## config.mk

```make
export PLATFORM = sky130hd
export DESIGN_NAME = crg_config
export DESIGN_NICKNAME = d
export VERILOG_FILES = /design/src/hw/rtl/crg_pkg.sv /design/src/hw/rtl/crg_config.sv
export SDC_FILE = /design/constraint.sdc
export NUM_CORES = 1
export LEC_CHECK = 0
export BUFFER_PORTS_ARGS = -buffer_cell sky130_fd_sc_hd__buf_2
export CAP_MARGIN = 20
export CELL_PAD_IN_SITES_DETAIL_PLACEMENT = 2
export CELL_PAD_IN_SITES_GLOBAL_PLACEMENT = 2
export CORE_AREA = 2 2 202 204
export CTS_BUF_LIST = sky130_fd_sc_hd__clkbuf_8
export DETAILED_ROUTE_END_ITERATION = 8
export DIE_AREA = 0 0 204 206
export PLACE_DENSITY = 0.88
export SLEW_MARGIN = 5
export SYNTH_ARGS = -nofsm -noshare
export SYNTH_HDL_FRONTEND = slang
export SYNTH_SLANG_ARGS = --single-unit
```

## constraint.sdc

```tcl
create_clock -name aclk -period 1.5 [get_ports aclk]
set_input_delay 0.3 -clock aclk [delete_from_list [all_inputs] [get_ports aclk]]
set_output_delay 0.3 -clock aclk [all_outputs]
set_load 0.05 [all_outputs]
```

## src/hw/rtl/crg_pkg.sv

```systemverilog
// Shared types and constants for the camera ray generator.
// Used by every module under hw/rtl; depends on nothing.
package crg_pkg;

    localparam int MAX_DIM       = 4096;
    localparam int DIM_W         = 13;
    localparam int PIX_W         = 12;
    localparam int COMP_W        = 21;
    localparam int BASIS_W       = 3 * COMP_W;
    localparam int POS_W         = 32;
    localparam int ABC_W         = 27;
    localparam int PROD_W        = COMP_W + ABC_W;
    localparam int DSUM_W        = PROD_W + 2;
    localparam int MAG_W         = DSUM_W - 1;
    localparam int NORM_BITS     = 30;
    localparam int SHIFT_W       = 5;
    localparam int SQ_W          = 2 * NORM_BITS;
    localparam int SUM_W         = SQ_W + 2;
    localparam int ROOT_W        = SUM_W / 2;
    localparam int ROOT_STAGES   = 32;
    localparam int ISQ_W         = 63;
    localparam int DIR_FRAC_BITS = 16;
    localparam int Q_W           = DIR_FRAC_BITS + 1;
    localparam int DIV_W         = 48;
    localparam int DEN_W         = ROOT_W + 1;
    localparam int OUT_DIR_BITS  = 18;
    localparam int CFG_ADDR_W    = 3;
    localparam int CFG_DATA_W    = 63;

    localparam logic [CFG_ADDR_W-1:0] REG_IMG_WIDTH  = 3'd0;
    localparam logic [CFG_ADDR_W-1:0] REG_IMG_HEIGHT = 3'd1;
    localparam logic [CFG_ADDR_W-1:0] REG_RIGHT      = 3'd2;
    localparam logic [CFG_ADDR_W-1:0] REG_UP         = 3'd3;
    localparam logic [CFG_ADDR_W-1:0] REG_VIEW       = 3'd4;
    localparam logic [CFG_ADDR_W-1:0] REG_POS_X      = 3'd5;
    localparam logic [CFG_ADDR_W-1:0] REG_POS_Y      = 3'd6;
    localparam logic [CFG_ADDR_W-1:0] REG_POS_Z      = 3'd7;

    typedef struct packed {
        logic [DIM_W-1:0]                  w;
        logic [DIM_W-1:0]                  h;
        logic [2:0][COMP_W-1:0]            right;
        logic [2:0][COMP_W-1:0]            up;
        logic [2:0][COMP_W-1:0]            view;
        logic [2:0][POS_W-1:0]             pos;
    } cfg_t;

    // Per-component data that rides along with the length computation.
    typedef struct packed {
        logic [2:0][NORM_BITS-1:0] mag;
        logic [2:0]                neg;
    } side_t;

endpackage

```

## src/hw/rtl/crg_config.sv

```systemverilog
// Configuration register file of the camera ray generator.
// Depends on crg_pkg.
module crg_config (
    input  logic                             aclk,
    input  logic                             aresetn,
    input  logic                             cfg_we,
    input  logic [crg_pkg::CFG_ADDR_W-1:0]   cfg_addr,
    input  logic [crg_pkg::CFG_DATA_W-1:0]   cfg_wdata,
    output crg_pkg::cfg_t                    cfg
);

    logic [crg_pkg::DIM_W-1:0]   w_reg, h_reg;
    logic [crg_pkg::BASIS_W-1:0] right_reg, up_reg, view_reg;
    logic [crg_pkg::POS_W-1:0]   px_reg, py_reg, pz_reg;

    always_ff @(posedge aclk) begin
        if (!aresetn) begin
            w_reg     <= crg_pkg::DIM_W'(640);
            h_reg     <= crg_pkg::DIM_W'(480);
            right_reg <= '0;
            up_reg    <= '0;
            view_reg  <= '0;
            px_reg    <= '0;
            py_reg    <= '0;
            pz_reg    <= '0;
        end else if (cfg_we) begin
            case (cfg_addr)
                crg_pkg::REG_IMG_WIDTH:  w_reg     <= cfg_wdata[crg_pkg::DIM_W-1:0];
                crg_pkg::REG_IMG_HEIGHT: h_reg     <= cfg_wdata[crg_pkg::DIM_W-1:0];
                crg_pkg::REG_RIGHT:      right_reg <= cfg_wdata[crg_pkg::BASIS_W-1:0];
                crg_pkg::REG_UP:         up_reg    <= cfg_wdata[crg_pkg::BASIS_W-1:0];
                crg_pkg::REG_VIEW:       view_reg  <= cfg_wdata[crg_pkg::BASIS_W-1:0];
                crg_pkg::REG_POS_X:      px_reg    <= cfg_wdata[crg_pkg::POS_W-1:0];
                crg_pkg::REG_POS_Y:      py_reg    <= cfg_wdata[crg_pkg::POS_W-1:0];
                crg_pkg::REG_POS_Z:      pz_reg    <= cfg_wdata[crg_pkg::POS_W-1:0];
                default: ;
            endcase
        end
    end

    // A size of zero acts as one, and sizes above the maximum are limited.
    function automatic logic [crg_pkg::DIM_W-1:0] clamp_dim(input logic [crg_pkg::DIM_W-1:0] v);
        logic [crg_pkg::DIM_W-1:0] r;
        r = v;
        if (v == '0) r = crg_pkg::DIM_W'(1);
        if (v > crg_pkg::DIM_W'(crg_pkg::MAX_DIM)) r = crg_pkg::DIM_W'(crg_pkg::MAX_DIM);
        return r;
    endfunction

    always_comb begin
        cfg.w     = clamp_dim(w_reg);
        cfg.h     = clamp_dim(h_reg);
        cfg.right = right_reg;
        cfg.up    = up_reg;
        cfg.view  = view_reg;
        cfg.pos   = {pz_reg, py_reg, px_reg};
    end

endmodule

```

Word level (Yosys, flattened, before mapping)
Cells that the tools add are included.
{"block": "totals", "reg_bits": 311, "latch_bits": 0, "ram_bits": 0, "romBits": 0, "in_bits": 69, "elab_cells": 32, "memories": 0}
{"block": "op_classes", "n_addsub": 0, "multipliers": 0, "div_mod_pow": 0, "magnitude_cmp": 2, "n_eq_ne": 7, "n_shift": 0, "mux": 4, "bitwise_logic": 0, "n_reduce_logical": 11}
{"operator": "$mux W13", "count": 4}
{"operator": "$gt A13 B13 Y1 const B", "count": 2}
{"operator": "$logic_not A13 Y1", "count": 2}
{"operator": "$reduce_and A2 Y1", "count": 8}
{"operator": "$eq A3 B3 Y1 const B", "count": 4}
{"operator": "$eq A3 B2 Y1 const B", "count": 2}
{"operator": "$eq A3 B1 Y1 const B", "count": 1}
{"operator": "$logic_not A3 Y1", "count": 1}

Logic depth before layout (Yosys ltp)
Gate-level depths: netlist of run 1.
{"block": "logic_depth", "depth_word": 3, "depth_mapped": 6, "ltp_nobuf": 3}

Least setup slack after synthesis of run 1
OpenSTA, ideal clock, no wires.
{"block": "synth_path", "kind": "flip-flop to output port", "from": "register h_reg[4] (netlist name)", "to": "output port cfg[285] (netlist name)", "arrival_time_ns": 1.315, "required_time_ns": 1.200, "setup_slack_ns": -0.115, "path_stages_with_launch": 4, "n_path_buf": 0, "cell_sequence": "dfxtp_1 > nor4_1 > a31oi_1 > nor2_1"}
{"item": "start, declared", "line_no": "crg_config.sv:12", "text": "logic [crg_pkg::DIM_W-1:0] w_reg, h_reg;"}
{"item": "start signal, assigned", "line_no": "crg_config.sv:19", "text": "h_reg <= crg_pkg::DIM_W'(480);"}
{"item": "start signal, assigned", "line_no": "crg_config.sv:29", "text": "crg_pkg::REG_IMG_HEIGHT: h_reg <= cfg_wdata[crg_pkg::DIM_W-1:0];"}
{"item": "end, declared", "line_no": "crg_config.sv:9", "text": "output crg_pkg::cfg_t cfg"}

==> results.md, run 1 <==
* Syn Inst Count at 1413
* First-pass GRT wire length at 92070 µm
* Buf/Inv on CP at 1
* CP endpoint kind: primary output
* Final setup margin at -484.6 ps
* Seq cells post-synth at just over 300
* Crit Path Max Fanout at 3
* Clock tree from TritonCTS: built
* Remaining global-route overflow at 0
* Die area at 0.04202 mm²
* Pin count of the biggest net entering global routing at 100
* Via Count at approximately 12000
* Sink Count at 311
* Final ANT Viol Nets at 0
* Synth cell types at 22
* Input/output buffers at 379
* GRT Util Overall at 0.2921
* Worst Path Arrival at 1680 ps
* Worst-margin pin slew at 412.8 ps
* Worst path required time at 1200 ps
* Final hold slack at 80.46 ps
* Mapped Area at 0.01186 mm²
* WL final at 63960 µm
* Max Slew Vio Count at 0
* Clk_skew at 0 ps
* Worst path slowest cell: dfxtp_2
* Pre-CTS WS at -57.72 ps
* Critical path class: register to primary output
* Post-synth net total at roughly 1500
* Critical Path, Cell by Cell: nor4_4 > a31oi_2 > nor2_2 > buf_6
* Site row count at between 70 and 80
* Setup violations, final at 26
* Clk slew on worst S/H paths at 60 ps
* CTS root buf: clkbuf_8
* Sequential share of the synthesized area at 0.5250
* Leakage power total at roughly 0.0076 µW
* Pwr dens at 1022 mW/mm²
* Max IR drop VDD at 0.6702 mV
* Final Wtd Congestion at ~0.80
* # H-tree levels at 2
* Ratio of cells with drive above 1 in the final layout at 0.4404
* Max clock buf depth at 3
* Die width at a little over 200 µm
* Skew-Pair Late Insertion Delay at 620 ps
* Fill count at 4167
* Min-Delay Path Class: primary input to register
* Yosys warns at 0
* Final period util at 1.323
* Number of global-route vias before repair at between 10000 and 15000
* Setup TNS at -7121 ps
* FMAX at 0.5039 GHz
* Layout area overhead at 61.50%
* Syn Area/Cell at 8.393 µm²
* Most frequent cells in the layout: nand2_1 (622), buf_6 (263), dfxtp_2 (259), a21boi_1 (225), a21boi_0 (80)
* Crit-path max cell delay at between 300 and 400 ps
* Vias per cell at 5.040
* Detailed Routing Iterations Pass 1 at 4
* Yosys top cell area share at 0.5250
* Final min period at 1985 ps
* Synth area leaders: dfxtp_1 (53%), nand2_1 (20%), a21boi_1 (14%)
* Area leader, netlist: dfxtp_1
* Status: finished, violations left
* Violations in the final reports: negative setup slack
* Core box area at 0.04018 mm²
* Slew Limit Headroom at 0.7248
* DRC violations left at 0
* Max-cap violations at 0
* Num CTS Buffers at 55
* Most common cell after layout, fill and taps aside: nand2_1
* Per-cell routed wire length at 26.52 µm
* Initial Util at 0.2951
* Diode count at 0
* Multi-input gate area at 0.005303 mm²
* Final hold violation count at 0
* Startpoint types: register
* RSZ-0062 raised after global routing: true
* Hpwl dp at 33520 µm
* DRT iter0 DRCs at 466
* Fin nets at approximately 1900
* Antenna violations before repair at 0
* Die H at 206 µm
* I/O pins at 380
* Largest delay share family, worst path: simple AND/OR/NAND/NOR gates
* Register area at 0.006603 mm²
-- tightest hold or removal path, stage by stage --
cell	delay, ps
buf_2	200
nand2_1	100
a21boi_1	60
-- through the flow --
step | util | total power (µW) | std cells | cell area (µm²)
after global placement | 0.3613 | 10610 | 2249 | 14520
final | 0.4766 | 19570 | 2412 | 19150
after floorplan | - | 9922 | 1413 | 11860
after CTS | 0.4684 | 19450 | 2404 | 18820
after global routing | 0.4766 | 20220 | 2412 | 19150
after detailed placement | 0.3613 | 10660 | 2249 | 14520
-- kinds of logic after synthesis --
logic type | share of synthesized area
buffers and inverters | 0.05138
AND/OR/NAND/NOR | 0.2295
AO/OA/AOI/OAI | 0.1941
flip-flops | 0.5250
-- what timing repair did --
action / CTS / global route
pin swaps: 4 / 5
gates resized for setup: 933 / 102
hold endpoints to repair: 206 / 0
setup endpoints to repair: 311 / 88
setup buffers: 6 / 10
hold buffers: 52 / 0
cloned: 2 / 0
-- synth_stat cells --
cell / instances
nand4bb_1: 3
nand2_1: 622
a21boi_0: 80
and4_1: 1
buf_4: 30
nor4_1: 4
buf_2: 34
and4b_1: 3
or4b_1: 1
nand4b_1: 3
nor2_1: 2
nor3_1: 2
nand3_1: 6
dfxtp_1: 311
nor2b_1: 22
a21boi_1: 225
and4bb_1: 2
nor4b_4: 1
and4bb_2: 1
nand4_1: 1
a31oi_1: 2
clkbuf_1: 57
-- cell type report --
type                            instances  area share
Multi-Input combinational cell        981      0.2769
Tap cell                              532     0.03476
Clock buffer                           73     0.05246
Clock inverter                         22    0.007186
Timing Repair Buffer                  493      0.2840
Sequential cell                       311      0.3447
-- metal layers --
metal  part of all wire  global-route usage  wire [µm]  vias to the layer above
li1                   -                   -          -                     5395
met1               0.38              0.3121      24200                     6174
met2               0.51              0.5326      32880                      433
met3              0.057             0.07159       3675                      154
met4              0.050              0.1527       3207                        0
met5                  0                   0          0                        -
-- report_power, final --
part	internal [µW]	switching, µW
Clock	4640	3850
Sequential	8450	172
Combinational	908	1550
-- worst paths after layout --
path / start / end / slack (ps) / depth (start not counted)
worst min register to register: right_reg[15] / right_reg[15] / 460 / 2
worst max-delay path: h_reg[5] / cfg[285] / -480 / 4
worst max register to register: h_reg[12] / h_reg[12] / 420 / 4
worst min-delay path: cfg_wdata[7] / view_reg[7] / 80 / 3
Power figures use the tool's default switching activity.
==> inputs of run 2 (changes only) <==
--- a/config.mk
+++ b/config.mk
@@ -13,7 +13,8 @@
 export CTS_BUF_LIST = sky130_fd_sc_hd__clkbuf_8
 export DETAILED_ROUTE_END_ITERATION = 8
 export DIE_AREA = 0 0 204 206
-export PLACE_DENSITY = 0.88
+export PLACE_DENSITY = 0.82
+export REMOVE_ABC_BUFFERS = 1
 export SLEW_MARGIN = 5
 export SYNTH_ARGS = -nofsm -noshare
 export SYNTH_HDL_FRONTEND = slang
==> constraint.sdc (replaced) <==
create_clock -name aclk -period 1.5 [get_ports aclk]
set_input_delay 0.3 -clock aclk [delete_from_list [all_inputs] [get_ports aclk]]
set_output_delay 0.3 -clock aclk [all_outputs]
set_load 0.005 [all_outputs]
==> results.md, run 2 (same netlist as run 1, synthesis figures left out) <==
* Status: finished, violations left (unchanged)
* Violations in the final reports: negative setup slack (unchanged)
* DRT iter0 DRCs at 407 (was 466)
* Layout area overhead at 40.53% (was 61.50%)
* Input/output buffers at 379 (unchanged)
* Reg2reg setup slack at 530 ps (was 420 ps)
* Fin nets at 1917 (was 1911)
* Design Area, Final at 0.01666 mm² (was 0.01915 mm²)
* Critical Path, Cell by Cell: nor4_1 > a31oi_1 > nor2_2 > buf_2 (was nor4_4 > a31oi_2 > nor2_2 > buf_6)
* Clk_skew at 0 ps (unchanged)
* Start point of the critical path: w_reg[2] (was h_reg[5])
* Skew-Pair Late Insertion Delay at 620 ps (about the same)
* Die H at 206 µm (unchanged)
* Worst path required time at 1200 ps (about the same)
* Site row count at 74 (unchanged)
* # H-tree levels at 2 (unchanged)
* Die area at 0.04202 mm² (unchanged)
* Tot Pwr at 17780 µW (was 19570 µW)
* Via Count at 11770 (was 12160)
* Clk slew on worst S/H paths at 60 ps (about the same)
* Min-Delay Path Class: primary input to register (unchanged)
* Detailed Routing Iterations Pass 1 at 5 (was 4)
* Clock tree from TritonCTS: built (unchanged)
* Per-cell routed wire length at 21.66 µm (was 26.52 µm)
* Fill count at 4521 (was 4167)
* Startpoint types: register (unchanged)
* DRC violations left at 0 (unchanged)
* Worst-margin pin slew at 360.5 ps (was 412.8 ps)
* Worst Path Arrival at 1780 ps (was 1680 ps)
* RSZ-0062 raised after global routing: true (unchanged)
* Final setup margin at -578.4 ps (was -484.6 ps)
* Largest delay share family, worst path: simple AND/OR/NAND/NOR gates (unchanged)
* Non-Filler Instances at 2418 (was 2412)
* Critical path class: register to primary output (unchanged)
* Final hold violation count at 0 (unchanged)
* Pin count of the biggest net entering global routing at 45 (was 100)
* Num CTS Buffers at 55 (unchanged)
* Hpwl dp at 32860 µm (was 33520 µm)
* Register-to-Register Path Depth at 5 (was 4)
* Sink Count at 311 (unchanged)
* Final min period at 2078 ps (was 1985 ps)
* Max Slew Vio Count at 0 (unchanged)
* Crit-path max cell delay at 330 ps (was 350 ps)
* Final Wtd Congestion at 0.7833 (was 0.7989)
* Crit Path Max Fanout at 3 (unchanged)
* Ratio of cells with drive above 1 in the final layout at 0.2948 (was 0.4404)
* Core box area at 0.04018 mm² (unchanged)
* CTS root buf: clkbuf_8 (unchanged)
* Buf/Inv on CP at 1 (unchanged)
* Max-cap violations at 0 (unchanged)
* Area after DPL at 0.01458 mm² (was 0.01452 mm²)
* Remaining global-route overflow at 0 (unchanged)
* Worst r2r dst: h_reg[12] (unchanged)
* First-pass GRT wire length at 77950 µm (was 92070 µm)
* WL final at 52360 µm (was 63960 µm)
* Worst path slowest cell: dfxtp_1 (was dfxtp_2)
* Final core utilization at 0.4147 (was 0.4766)
* Placed cell count at 2248 (was 2249)
* Crit path capture: cfg[298] (was cfg[285])
* Most common cell after layout, fill and taps aside: nand2_1 (unchanged)
* Worst path depth at 4 (unchanged)
* Reg-to-reg startpoint: h_reg[12] (unchanged)
* Leakage power total at 0.007141 µW (was 0.007568 µW)
* Final period util at 1.386 (was 1.323)
* Diode count at 0 (unchanged)
* Number of global-route vias before repair at 12950 (was 14120)
* Max clock buf depth at 3 (unchanged)
* FMAX at 0.4812 GHz (was 0.5039 GHz)
* Die width at 204 µm (unchanged)
* Max IR drop VDD at 0.6790 mV (was 0.6702 mV)
* Initial Util at 0.2951 (unchanged)
* Setup TNS at -5077 ps (was -7121 ps)
* Pwr dens at 1067 mW/mm² (was 1022 mW/mm²)
* Antenna violations before repair at 0 (unchanged)
* Most frequent cells in the layout: nand2_1 (622), buf_2 (366), dfxtp_1 (291), a21boi_1 (225), a21boi_0 (80) (was nand2_1 (622), buf_6 (263), dfxtp_2 (259), a21boi_1 (225), a21boi_0 (80))
* Setup violations, final at 26 (unchanged)
* GRT Util Overall at 0.2419 (was 0.2921)
* I/O pins at 380 (unchanged)
* Slew Limit Headroom at 0.7596 (was 0.7248)
* Vias per cell at 4.868 (was 5.040)
* CP endpoint kind: primary output (unchanged)
* Final ANT Viol Nets at 0 (unchanged)
## run 2: cell count changes in the layout (fill, tap and decap cells not counted), moves of 7 or more
cell           delta
dlygate4sd3_1    +12
inv_1             +7
dfxtp_2         -242
buf_8            -48
dfxtp_1         +253
buf_6           -249
dfxtp_4          -11
buf_4             -7
buf_2           +299
## run 2: how the worst min path moves through the flow
stage	start	endpoint	slack, ps	cells after the start
6_report	cfg_addr[2]	w_reg[4]	300	5
3_5_place_dp	right_reg[13]	right_reg[13]	440	2
5_1_grt	cfg_addr[2]	w_reg[8]	310	5
3_3_place_gp	view_reg[3]	view_reg[3]	440	2
2_1_floorplan	aresetn	h_reg[5]	370	1
4_1_cts	cfg_addr[2]	w_reg[12]	240	5
## run 2: area by class of cell
class,instances,area (µm²),area share
Multi-Input combinational cell,981,5241,0.3145
Clock inverter,26,98.84,0.005931
Sequential cell,311,6259,0.3756
Tap cell,532,665.6,0.03994
Clock buffer,69,949.7,0.05699
Timing Repair Buffer,499,3451,0.2071
## run 2: layer usage
metal  GRT usage  part of all wire  vias to the layer above
met5           0                 0                        -
met4      0.1276             0.051                        0
met3     0.05976             0.056                      139
met2      0.4236              0.49                      360
met1      0.2717              0.40                     5863
li1            -                 -                     5408
## run 2: worst register-to-register path: stages (launching register included)
cell	delay, ps
dfxtp_4	360
buf_8	140
buf_4	130
buf_4	120
nand2_1	50
a21boi_0	70
## run 2: through the flow
step / hold WS (ps) / worst slack (ps)
floorplan: 371.8 / -729.5
global placement: 437.5 / -8.788
detailed placement: 444.9 / -97.22
CTS: 241.5 / -621.6
global route: 313.2 / -696.9
finish: 302.9 / -578.4
## run 2: power breakdown
part / switching (µW) / internal, µW / total, µW
clock: 3640 / 4080 / 7720
sequential: 111 / 8440 / 8550
combinational: 828 / 684 / 1510
## run 2: repair_timing
action / 4_1_cts / 5_1_grt
buffers inserted: 9 / 2
pin swaps: 7 / 6
hold endpoints to repair: 277 / 0
endpoints found under the setup margin: 28 / 36
hold buffers: 64 / 0
resized for setup: 44 / 41
